==> src/design/dltq_pkg.sv <==
// Shared types and codes for the delta-list timer queue.
// Used by the controller, the datapath and the top level; depends on nothing.
`default_nettype none
package dltq_pkg;

    typedef struct packed {
        logic [2:0]  kind;
        logic [7:0]  elapsed;
        logic [15:0] time_value;
        logic [7:0]  callback_id;
        logic [15:0] arg_id;
    } req_word_t;

    typedef struct packed {
        logic        is_fire;
        logic [7:0]  fired_callback;
        logic [15:0] fired_arg;
        logic [2:0]  status;
        logic [4:0]  removed_count;
        logic        last;
    } res_word_t;

    typedef logic [2:0] kind_t;
    localparam kind_t KIND_TICK      = 3'd0;
    localparam kind_t KIND_ADD_ONCE  = 3'd1;
    localparam kind_t KIND_ADD_PER   = 3'd2;
    localparam kind_t KIND_RM_EXACT  = 3'd3;
    localparam kind_t KIND_RM_ONCE   = 3'd4;
    localparam kind_t KIND_RM_ARG    = 3'd5;

    typedef logic [2:0] status_t;
    localparam status_t ST_OK        = 3'd0;
    localparam status_t ST_ZERO_TIME = 3'd1;
    localparam status_t ST_FULL      = 3'd2;
    localparam status_t ST_NOT_FOUND = 3'd3;
    localparam status_t ST_CAPPED    = 3'd4;

    typedef enum logic [2:0] {
        S_IDLE,
        S_DISPATCH,
        S_TICK,
        S_TICK_END,
        S_INS_SCAN,
        S_RM_SCAN,
        S_RM_DONE,
        S_RALL_SCAN
    } ctrl_state_t;

    typedef struct packed {
        logic    load;
        logic    head_spend;
        logic    head_fire;
        logic    ins_step;
        logic    ins_write;
        logic    idx_inc;
        logic    rm_at;
        logic    tick_end;
        logic    emit_status;
        logic    emit_count;
        status_t status_code;
    } dp_cmd_t;

    typedef struct packed {
        kind_t kind;
        logic  tval_zero;
        logic  full;
        logic  empty;
        logic  cap;
        logic  head_gt;
        logic  head_periodic;
        logic  idx_end;
        logic  scan_stop;
        logic  match;
        logic  removed_any;
    } dp_stat_t;

endpackage
`default_nettype wire

==> src/design/delta_list_timer_queue.sv <==
// Delta-list timer queue: top level joining the controller and the datapath.
// Depends on dltq_pkg, dltq_ctrl and dltq_dpath.
//
// Usage: a request word (kind, elapsed, time_value, callback_id, arg_id) is
// taken on a rising edge where start is high and busy is low. Busy rises on
// the next cycle and stays high until the request's last result word has
// been issued. Each result word is shown on result for exactly one cycle
// with result_strobe high; the receiver cannot hold it off and must take it.
// The final result word of a request carries last = 1.
//
// Latency depends on the request kind and on the number of queued timers N
// (at most SLOTS). An add runs an insertion scan over the queued timers.
// A remove scans one slot per cycle.
// A tick fires the due timers one after another, and a periodic timer that
// fires is put back by a further insertion scan; at most MAX_FIRES timers
// fire per tick. A single scan index over the slot table serves all of these
// scans. Fire words of a tick come out one per firing, the last one when the
// tick finishes.
//
// Reset clears the queue, the time backlog and the controller at once; the
// slot payload is left unset and is never read before it is written.
`default_nettype none
module delta_list_timer_queue
    import dltq_pkg::*;
#(
    parameter int SLOTS     = 16,
    parameter int TIME_BITS = 16,
    parameter int MAX_FIRES = 64
)
(
    input  wire logic      clk,
    input  wire logic      rst_n,
    input  wire logic      start,
    output logic           busy,
    input  wire req_word_t request,
    output res_word_t      result,
    output logic           result_strobe
);

    dp_cmd_t  cmd;
    dp_stat_t stat;

    // The controller walks each request through its scan and update steps.
    dltq_ctrl u_ctrl (
        .clk   (clk),
        .rst_n (rst_n),
        .start (start),
        .busy  (busy),
        .stat  (stat),
        .cmd   (cmd)
    );

    // The datapath owns the slot table and builds every result word.
    dltq_dpath #(
        .SLOTS     (SLOTS),
        .TIME_BITS (TIME_BITS),
        .MAX_FIRES (MAX_FIRES)
    ) u_dpath (
        .clk           (clk),
        .rst_n         (rst_n),
        .request       (request),
        .cmd           (cmd),
        .stat          (stat),
        .result        (result),
        .result_strobe (result_strobe)
    );

endmodule
`default_nettype wire

==> src/design/dltq_ctrl.sv <==
// Sequencing state machine of the delta-list timer queue.
// Depends on dltq_pkg; drives the datapath by dp_cmd_t and reads dp_stat_t.
`default_nettype none
module dltq_ctrl
    import dltq_pkg::*;
(
    input  wire logic     clk,
    input  wire logic     rst_n,
    input  wire logic     start,
    output logic          busy,
    input  wire dp_stat_t stat,
    output dp_cmd_t       cmd
);

    ctrl_state_t state_reg, state_next;

    always_ff @(posedge clk or negedge rst_n)
    begin
        if (!rst_n)
        begin
            state_reg <= S_IDLE;
        end
        else
        begin
            state_reg <= state_next;
        end
    end

    always_comb
    begin
        cmd        = '0;
        state_next = state_reg;
        busy       = (state_reg != S_IDLE);
        unique case (state_reg)
            S_IDLE:
            begin
                if (start)
                begin
                    cmd.load   = 1'b1;
                    state_next = S_DISPATCH;
                end
            end
            S_DISPATCH:
            begin
                priority if (stat.kind == KIND_TICK)
                begin
                    state_next = S_TICK;
                end
                else if (stat.kind == KIND_ADD_ONCE || stat.kind == KIND_ADD_PER)
                begin
                    priority if (stat.tval_zero)
                    begin
                        cmd.emit_status = 1'b1;
                        cmd.status_code = ST_ZERO_TIME;
                        state_next      = S_IDLE;
                    end
                    else if (stat.full)
                    begin
                        cmd.emit_status = 1'b1;
                        cmd.status_code = ST_FULL;
                        state_next      = S_IDLE;
                    end
                    else
                    begin
                        state_next = S_INS_SCAN;
                    end
                end
                else if (stat.kind == KIND_RM_EXACT || stat.kind == KIND_RM_ONCE)
                begin
                    state_next = S_RM_SCAN;
                end
                else if (stat.kind == KIND_RM_ARG)
                begin
                    state_next = S_RALL_SCAN;
                end
                else
                begin
                    cmd.emit_status = 1'b1;
                    cmd.status_code = ST_OK;
                    state_next      = S_IDLE;
                end
            end
            S_TICK:
            begin
                priority if (stat.empty || stat.cap)
                begin
                    state_next = S_TICK_END;
                end
                else if (stat.head_gt)
                begin
                    cmd.head_spend = 1'b1;
                    state_next     = S_TICK_END;
                end
                else
                begin
                    cmd.head_fire = 1'b1;
                    if (stat.head_periodic)
                    begin
                        state_next = S_INS_SCAN;
                    end
                end
            end
            S_TICK_END:
            begin
                cmd.tick_end = 1'b1;
                state_next   = S_IDLE;
            end
            S_INS_SCAN:
            begin
                if (stat.idx_end || stat.scan_stop)
                begin
                    cmd.ins_write = 1'b1;
                    if (stat.kind == KIND_TICK)
                    begin
                        state_next = S_TICK;
                    end
                    else
                    begin
                        cmd.emit_status = 1'b1;
                        cmd.status_code = ST_OK;
                        state_next      = S_IDLE;
                    end
                end
                else
                begin
                    cmd.ins_step = 1'b1;
                end
            end
            S_RM_SCAN:
            begin
                priority if (stat.idx_end)
                begin
                    cmd.emit_status = 1'b1;
                    cmd.status_code = ST_NOT_FOUND;
                    state_next      = S_IDLE;
                end
                else if (stat.match)
                begin
                    cmd.rm_at  = 1'b1;
                    state_next = S_RM_DONE;
                end
                else
                begin
                    cmd.idx_inc = 1'b1;
                end
            end
            S_RM_DONE:
            begin
                cmd.emit_status = 1'b1;
                cmd.emit_count  = 1'b1;
                cmd.status_code = ST_OK;
                state_next      = S_IDLE;
            end
            S_RALL_SCAN:
            begin
                priority if (stat.idx_end)
                begin
                    cmd.emit_status = 1'b1;
                    cmd.emit_count  = 1'b1;
                    cmd.status_code = stat.removed_any ? ST_OK : ST_NOT_FOUND;
                    state_next      = S_IDLE;
                end
                else if (stat.match)
                begin
                    cmd.rm_at = 1'b1;
                end
                else
                begin
                    cmd.idx_inc = 1'b1;
                end
            end
            default:
            begin
                state_next = S_IDLE;
            end
        endcase
    end

endmodule
`default_nettype wire

==> src/design/dltq_dpath.sv <==
// Datapath of the delta-list timer queue: slot table, scan index, time and
// result registers. Depends on dltq_pkg; commanded by dltq_ctrl.
`default_nettype none
module dltq_dpath
    import dltq_pkg::*;
#(
    parameter int SLOTS     = 16,
    parameter int TIME_BITS = 16,
    parameter int MAX_FIRES = 64
)
(
    input  wire logic      clk,
    input  wire logic      rst_n,
    input  wire req_word_t request,
    input  wire dp_cmd_t   cmd,
    output dp_stat_t       stat,
    output res_word_t      result,
    output logic           result_strobe
);

    localparam int IW = (SLOTS > 1) ? $clog2(SLOTS) : 1;
    localparam int CW = $clog2(SLOTS + 1);
    localparam int KW = $clog2(MAX_FIRES + 1);
    localparam int XW = (TIME_BITS > 16) ? TIME_BITS : 16;
    localparam logic [XW-1:0] TMAX_X = XW'({TIME_BITS{1'b1}});

    typedef logic [TIME_BITS-1:0] tm_t;

    // Slot table payload.
    logic [7:0]  cb_reg    [SLOTS];
    logic [15:0] arg_reg   [SLOTS];
    tm_t         per_reg   [SLOTS];
    tm_t         delta_reg [SLOTS];
    logic [7:0]  cb_next    [SLOTS];
    logic [15:0] arg_next   [SLOTS];
    tm_t         per_next   [SLOTS];
    tm_t         delta_next [SLOTS];

    // Control and working registers.
    logic [CW-1:0] cnt_reg, cnt_next;
    logic [CW-1:0] idx_reg, idx_next;
    logic [KW-1:0] k_reg, k_next;
    logic [CW-1:0] removed_reg, removed_next;
    tm_t           backlog_reg, backlog_next;
    tm_t           todo_reg, todo_next;
    tm_t           rem_reg, rem_next;
    logic          pend_valid_reg, pend_valid_next;
    logic          strobe_reg, strobe_next;
    kind_t         kind_reg, kind_next;
    logic [7:0]    ins_cb_reg, ins_cb_next;
    logic [15:0]   ins_arg_reg, ins_arg_next;
    tm_t           ins_per_reg, ins_per_next;
    tm_t           want_per_reg, want_per_next;
    logic [7:0]    pend_cb_reg, pend_cb_next;
    logic [15:0]   pend_arg_reg, pend_arg_next;
    res_word_t     res_reg, res_next;

    logic [IW-1:0]    idx_w;
    logic [IW-1:0]    rm_i;
    tm_t              tval_sat;
    logic [XW-1:0]    tval_x;
    logic [TIME_BITS:0] todo_sum;
    tm_t              todo_init;
    tm_t              delta_at;
    tm_t              rm_add;
    logic             head_gt;
    logic             empty;
    logic [4:0]       removed_sat;

    assign idx_w    = idx_reg[IW-1:0];
    assign tval_x   = XW'(request.time_value);
    assign tval_sat = (tval_x > TMAX_X) ? TIME_BITS'(TMAX_X) : TIME_BITS'(tval_x);
    assign todo_sum = {1'b0, backlog_reg} + (TIME_BITS + 1)'(request.elapsed);
    assign todo_init = todo_sum[TIME_BITS] ? {TIME_BITS{1'b1}} : todo_sum[TIME_BITS-1:0];
    assign delta_at = delta_reg[idx_w];
    assign head_gt  = delta_reg[0] > todo_reg;
    assign empty    = (cnt_reg == '0);
    assign rm_i     = cmd.head_fire ? '0 : idx_w;
    assign rm_add   = cmd.head_fire ? '0 : delta_at;
    assign removed_sat = (removed_reg > CW'(31)) ? 5'd31 : 5'(removed_reg);

    always_comb
    begin
        stat.kind          = kind_reg;
        stat.tval_zero     = (rem_reg == '0);
        stat.full          = (cnt_reg == CW'(SLOTS));
        stat.empty         = empty;
        stat.cap           = (k_reg == KW'(MAX_FIRES));
        stat.head_gt       = head_gt;
        stat.head_periodic = (per_reg[0] != '0);
        stat.idx_end       = (idx_reg == cnt_reg);
        stat.scan_stop     = (delta_at > rem_reg);
        if (kind_reg == KIND_RM_ARG)
        begin
            stat.match = (arg_reg[idx_w] == ins_arg_reg);
        end
        else
        begin
            stat.match = (cb_reg[idx_w] == ins_cb_reg) && (arg_reg[idx_w] == ins_arg_reg)
                         && (per_reg[idx_w] == want_per_reg);
        end
        stat.removed_any = (removed_reg != '0);
    end

    always_comb
    begin
        cb_next         = cb_reg;
        arg_next        = arg_reg;
        per_next        = per_reg;
        delta_next      = delta_reg;
        cnt_next        = cnt_reg;
        idx_next        = idx_reg;
        k_next          = k_reg;
        removed_next    = removed_reg;
        backlog_next    = backlog_reg;
        todo_next       = todo_reg;
        rem_next        = rem_reg;
        pend_valid_next = pend_valid_reg;
        kind_next       = kind_reg;
        ins_cb_next     = ins_cb_reg;
        ins_arg_next    = ins_arg_reg;
        ins_per_next    = ins_per_reg;
        want_per_next   = want_per_reg;
        pend_cb_next    = pend_cb_reg;
        pend_arg_next   = pend_arg_reg;
        res_next        = res_reg;
        strobe_next     = 1'b0;

        if (cmd.load)
        begin
            kind_next       = request.kind;
            todo_next       = todo_init;
            rem_next        = tval_sat;
            ins_cb_next     = request.callback_id;
            ins_arg_next    = request.arg_id;
            ins_per_next    = (request.kind == KIND_ADD_PER) ? tval_sat : '0;
            want_per_next   = (request.kind == KIND_RM_EXACT) ? tval_sat : '0;
            idx_next        = '0;
            k_next          = '0;
            removed_next    = '0;
            pend_valid_next = 1'b0;
        end

        if (cmd.head_spend)
        begin
            delta_next[0] = delta_reg[0] - todo_reg;
            todo_next     = '0;
        end

        // Pop an entry: the head on a fire, the scanned entry on a remove.
        if (cmd.head_fire || cmd.rm_at)
        begin
            for (int j = 0; j < SLOTS - 1; j++)
            begin
                if (IW'(j) >= rm_i)
                begin
                    cb_next[j]    = cb_reg[j+1];
                    arg_next[j]   = arg_reg[j+1];
                    per_next[j]   = per_reg[j+1];
                    delta_next[j] = (IW'(j) == rm_i) ? delta_reg[j+1] + rm_add
                                                      : delta_reg[j+1];
                end
            end
            cnt_next = cnt_reg - CW'(1);
        end

        if (cmd.head_fire)
        begin
            todo_next    = todo_reg - delta_reg[0];
            ins_cb_next  = cb_reg[0];
            ins_arg_next = arg_reg[0];
            ins_per_next = per_reg[0];
            rem_next     = per_reg[0];
            idx_next     = '0;
            k_next       = k_reg + KW'(1);
            if (pend_valid_reg)
            begin
                res_next    = '{1'b1, pend_cb_reg, pend_arg_reg, ST_OK, 5'd0, 1'b0};
                strobe_next = 1'b1;
            end
            pend_valid_next = 1'b1;
            pend_cb_next    = cb_reg[0];
            pend_arg_next   = arg_reg[0];
        end

        if (cmd.rm_at)
        begin
            removed_next = removed_reg + CW'(1);
        end

        if (cmd.idx_inc)
        begin
            idx_next = idx_reg + CW'(1);
        end

        if (cmd.ins_step)
        begin
            rem_next = rem_reg - delta_at;
            idx_next = idx_reg + CW'(1);
        end

        if (cmd.ins_write)
        begin
            // Entries behind the insertion point move back by one.
            for (int j = 1; j < SLOTS; j++)
            begin
                if (CW'(j) > idx_reg)
                begin
                    cb_next[j]    = cb_reg[j-1];
                    arg_next[j]   = arg_reg[j-1];
                    per_next[j]   = per_reg[j-1];
                    delta_next[j] = (CW'(j) == idx_reg + CW'(1)) ? delta_reg[j-1] - rem_reg
                                                                  : delta_reg[j-1];
                end
            end
            for (int j = 0; j < SLOTS; j++)
            begin
                if (CW'(j) == idx_reg)
                begin
                    cb_next[j]    = ins_cb_reg;
                    arg_next[j]   = ins_arg_reg;
                    per_next[j]   = ins_per_reg;
                    delta_next[j] = rem_reg;
                end
            end
            cnt_next = cnt_reg + CW'(1);
        end

        if (cmd.tick_end)
        begin
            if (!empty && head_gt)
            begin
                delta_next[0] = delta_reg[0] - todo_reg;
            end
            backlog_next = (empty || head_gt) ? '0 : todo_reg;
            if (k_reg == '0)
            begin
                res_next = '{1'b0, 8'd0, 16'd0, ST_OK, 5'd0, 1'b1};
            end
            else
            begin
                res_next = '{1'b1, pend_cb_reg, pend_arg_reg,
                             (empty || head_gt || todo_reg == '0) ? ST_OK : ST_CAPPED,
                             5'd0, 1'b1};
            end
            strobe_next     = 1'b1;
            pend_valid_next = 1'b0;
        end

        if (cmd.emit_status)
        begin
            res_next    = '{1'b0, 8'd0, 16'd0, cmd.status_code,
                            cmd.emit_count ? removed_sat : 5'd0, 1'b1};
            strobe_next = 1'b1;
        end
    end

    always_ff @(posedge clk or negedge rst_n)
    begin
        if (!rst_n)
        begin
            cnt_reg        <= '0;
            idx_reg        <= '0;
            k_reg          <= '0;
            removed_reg    <= '0;
            backlog_reg    <= '0;
            pend_valid_reg <= 1'b0;
            strobe_reg     <= 1'b0;
            kind_reg       <= KIND_TICK;
        end
        else
        begin
            cnt_reg        <= cnt_next;
            idx_reg        <= idx_next;
            k_reg          <= k_next;
            removed_reg    <= removed_next;
            backlog_reg    <= backlog_next;
            pend_valid_reg <= pend_valid_next;
            strobe_reg     <= strobe_next;
            kind_reg       <= kind_next;
        end
    end

    always_ff @(posedge clk)
    begin
        cb_reg       <= cb_next;
        arg_reg      <= arg_next;
        per_reg      <= per_next;
        delta_reg    <= delta_next;
        todo_reg     <= todo_next;
        rem_reg      <= rem_next;
        ins_cb_reg   <= ins_cb_next;
        ins_arg_reg  <= ins_arg_next;
        ins_per_reg  <= ins_per_next;
        want_per_reg <= want_per_next;
        pend_cb_reg  <= pend_cb_next;
        pend_arg_reg <= pend_arg_next;
        res_reg      <= res_next;
    end

    assign result        = res_reg;
    assign result_strobe = strobe_reg;

endmodule
`default_nettype wire
==> config.mk <==
export PLATFORM = sky130hd
export DESIGN_NAME = delta_list_timer_queue
export DESIGN_NICKNAME = d
export VERILOG_FILES = /design/src/design/dltq_pkg.sv /design/src/design/delta_list_timer_queue.sv /design/src/design/dltq_ctrl.sv /design/src/design/dltq_dpath.sv
export SDC_FILE = /design/constraint.sdc
export NUM_CORES = 2
export LEC_CHECK = 0
export ABC_AREA = 1
export BUFFER_PORTS_ARGS = -buffer_cell sky130_fd_sc_hd__buf_4
export CAP_MARGIN = 20
export CELL_PAD_IN_SITES_DETAIL_PLACEMENT = 1
export CELL_PAD_IN_SITES_GLOBAL_PLACEMENT = 2
export CORE_MARGIN = 5
export CORE_UTILIZATION = 32
export CTS_CLUSTER_SIZE = 10
export DETAILED_ROUTE_END_ITERATION = 6
export PLACE_DENSITY_LB_ADDON = 0.1
export SLEW_MARGIN = 40
export SYNTH_ARGS = -nofsm -noshare
export SYNTH_HDL_FRONTEND = slang
export SYNTH_SLANG_ARGS = --single-unit
==> constraint.sdc <==
create_clock -name clk -period 7.35 [get_ports clk]
set_clock_uncertainty 0.05 [all_clocks]
set_input_delay 1.47 -clock clk [delete_from_list [all_inputs] [get_ports clk]]
set_output_delay 1.47 -clock clk [all_outputs]
set_load 0.1 [all_outputs]
==> metrics.cfg <==
[timing]
fin_hold_ws_ns=0.422
finalHoldViolCount=0
slew_headroom_pct=32.2
rsz0062_at_grt=false
finalSetupTns_ns=0
worstMarginPinSlew_ns=1.01
maxSlewViolCount=0
finalSetupViolCount=0
min_period_ns=7.07
fmax_ghz=0.141
finalCritPeriodShare_pct=96.2

[setup_path]
crit_top_cell=buf_4
cp_max_fo=49
reg2reg_slack_ns=0.28
arrival_ns=7.76
reg2regPathDepth=28
endpoint_kind=register
crit_required_ns=8.04
slowest_delay_ns=0.66
critical-path-slowest-cell=nor2_4
regToRegEndpoint=u_dpath.delta_reg[241]$_DFF_P_
critPathLaunchType=register
critical_path_buf_inv_count=11
reg2reg_from=u_dpath.idx_reg[2]$_DFFE_PN0P_
critical_path.top_delay_family=buffers and inverters
critPathKind=register to register

[yosys]
synthMuxAreaShare_pct=0.0110
synth-edff-count=176
yosys.area_share.adder_pct=5.48
synth_ff_type=dfxtp_1
syn_nets=15226
synth-simple-area-share_pct=26.2
synthTopCellsByArea=dfxtp_1, nand2_1, o21ai_0
syn-instance-count=14784
yosysTopAreaCellShare_pct=19.0
synth-compound-area-share_pct=27.4
synth_cell_types=65
syn-cell-area_sq_um=91400
avgSynthCellArea_sq_um=6.18
ys_seq_elements=1088
synth_top_family_by_area=compound AO/OA/AOI/OAI gates
synth-seq-area-share_pct=26.0
yosys.area_share.xor_xnor_pct=3.13
synth-warning-count=0
ys_async_sr_fraction_pct=4.23
yosys.area.top_type=dfxtp_1

[hold_path]
min_from=u_dpath.arg_reg[255]$_DFF_P_
min_path_type=register to register
hold_path_depth=0
min_to=u_dpath.pend_arg_reg[15]$_DFFE_PP_

[grt]
grt_use_total_pct=40.3
grt_max_degree=146
grt_pass1_vias=109427
grt_pass1_wl_mm=856
grt.overflow.total=0
antenna_found_initial=64

[route]
routed_wirelength_mm=621
drtIter0Drc=11074
dr_wl_met2_mm=272
met1_length_mm=249
dr_wl_met3_mm=46.4
top_layer=met5
wl_per_cell_um=33.7
drc=0
ant_nets=0
dr.pass1.iters=5
via_per_inst=6.01
vias=110728

[placement]
place_area_sq_um=96700
place_congestion=1.03
port_buffers=89
hpwlAfterDp_mm=443

[clocking]
cts_sinks=1088
path_clk_slew_ns=0.07
cts_made_buffers=155
holdBufCountCts=0
post_cts_buffers=0
tritoncts=done
ctsLongestPathBuffers=4
cts_root_buffer=clkbuf_16
insertion_delay_ns=0.87
cts_max_level=4
ctsResizeCount=0

[floorplan]
num_io_pins=90
die_h_um=544
coreArea_sq_um=285000
die_w_um=544
rows=196
start_util_pct=32.1
die_area_sq_um=296000

[cells_and_area]
postLayoutCellArea_sq_um=102000
layout.nets=14942
areaGrowthSynthToFinish_pct=11.4
layout-drive-gt1-share_pct=5.89

[run_status]
status=finished, final reports clean

[flow_run]
maxCapViolations=0

[synthesized netlist by cell type (all sizes together), types with 52 or more instances]
| cell type | instances |
|---|---|
| ha | 368 |
| xor2 | 206 |
| nor3 | 74 |
| nor2 | 812 |
| a22oi | 203 |
| buf | 309 |
| o21ai | 1853 |
| o211ai | 712 |
| dfxtp | 866 |
| o22ai | 337 |
| nand4 | 159 |
| inv | 1830 |
| xnor2 | 121 |
| nand2 | 4245 |
| nand3 | 583 |
| a21oi | 918 |
| clkbuf | 557 |
| a21boi | 52 |
| edfxtp | 176 |
[logic make-up after synthesis]
logic type                 Yosys count
DFF                               1088
and+or+nand+nor                   5954
buffers and inverters             2731
muxes                                1
xor gates and xnor gates           327
AOI/OAI and AO/OA                 4295
adders and majority gates          388
[area by class of cell]
type / count / area (sq um)
clock buffers: 238 / 4540
repair buffers: 425 / 3890
flip-flops and latches: 1088 / 23800
multi-input cells: 10965 / 57300
well taps: 3762 / 4710
inverters: 1865 / 7060
fillers: 36931 / 183000
diodes: 26 / 65.1
clock inverters: 43 / 484
[metrics by stage]
step	instances	setup WS (ns)	util [%]
finish	18412	0.281	35.8
global route	18392	0.0328	35.8
CTS	18383	0.492	35.7
detailed placement	18102	0.550	34.0
global placement	18097	0.261	33.9
floorplan	14784	0.330	-
[cell usage in the layout, fill, tap and decap left out, types with 44 or more instances in the layout]
cell type | Yosys | final
inv_1 | 1796 | 1763
xor2_1 | 206 | 206
nand2_1 | 4230 | 4214
dfxtp_1 | 866 | 866
nor2_1 | 797 | 768
nand3b_1 | 44 | 44
a22oi_1 | 203 | 203
o22ai_1 | 337 | 337
inv_2 | 33 | 50
a21oi_1 | 916 | 915
a21boi_0 | 44 | 44
clkbuf_1 | 553 | 51
xnor2_1 | 121 | 121
o211ai_1 | 694 | 694
nand4_1 | 159 | 159
o21ai_1 | 216 | 222
o21ai_0 | 1635 | 1626
clkbuf_16 | 0 | 158
ha_1 | 368 | 368
buf_4 | 28 | 352
edfxtp_1 | 176 | 176
nor3_1 | 71 | 67
nand3_1 | 582 | 580
[per-layer routing]
layer / vias up / track usage (%)
met2: 5150 / 63.6
met4: 26 / 28.4
met3: 1629 / 7.27
met5: - / 0
li1: 48929 / -
met1: 54994 / 49.5
[worst max path at each step]
stage,from,to,slack (ns),cells past startpoint
after CTS,u_dpath.idx_reg[2]$_DFFE_PN0P_,u_dpath.delta_reg[241]$_DFF_P_,0.49,28
after global placement,u_dpath.idx_reg[2]$_DFFE_PN0P_,u_dpath.delta_reg[205]$_DFF_P_,0.26,24
after floorplan,u_dpath.idx_reg[0]$_DFFE_PN0P_,u_dpath.arg_reg[16]$_DFF_P_,0.33,31
after detailed placement,u_dpath.idx_reg[2]$_DFFE_PN0P_,u_dpath.delta_reg[241]$_DFF_P_,0.55,28
final,u_dpath.idx_reg[2]$_DFFE_PN0P_,u_dpath.delta_reg[241]$_DFF_P_,0.28,28
after global routing,u_dpath.idx_reg[2]$_DFFE_PN0P_,u_dpath.delta_reg[254]$_DFF_P_,0.03,28
[worst reg2reg max path, delay by kind of cell, from the launching register on]
family,cells,cell delay [ns]
flops,1,0.58
compound gates,5,0.91
fa+ha+maj,1,0.31
buf+inv,11,2.78
simple gates,11,2.37
Power is left out: the tool's default activity adds up to more than one toggle a clock period on the data nets, which glitch-free logic cannot reach.
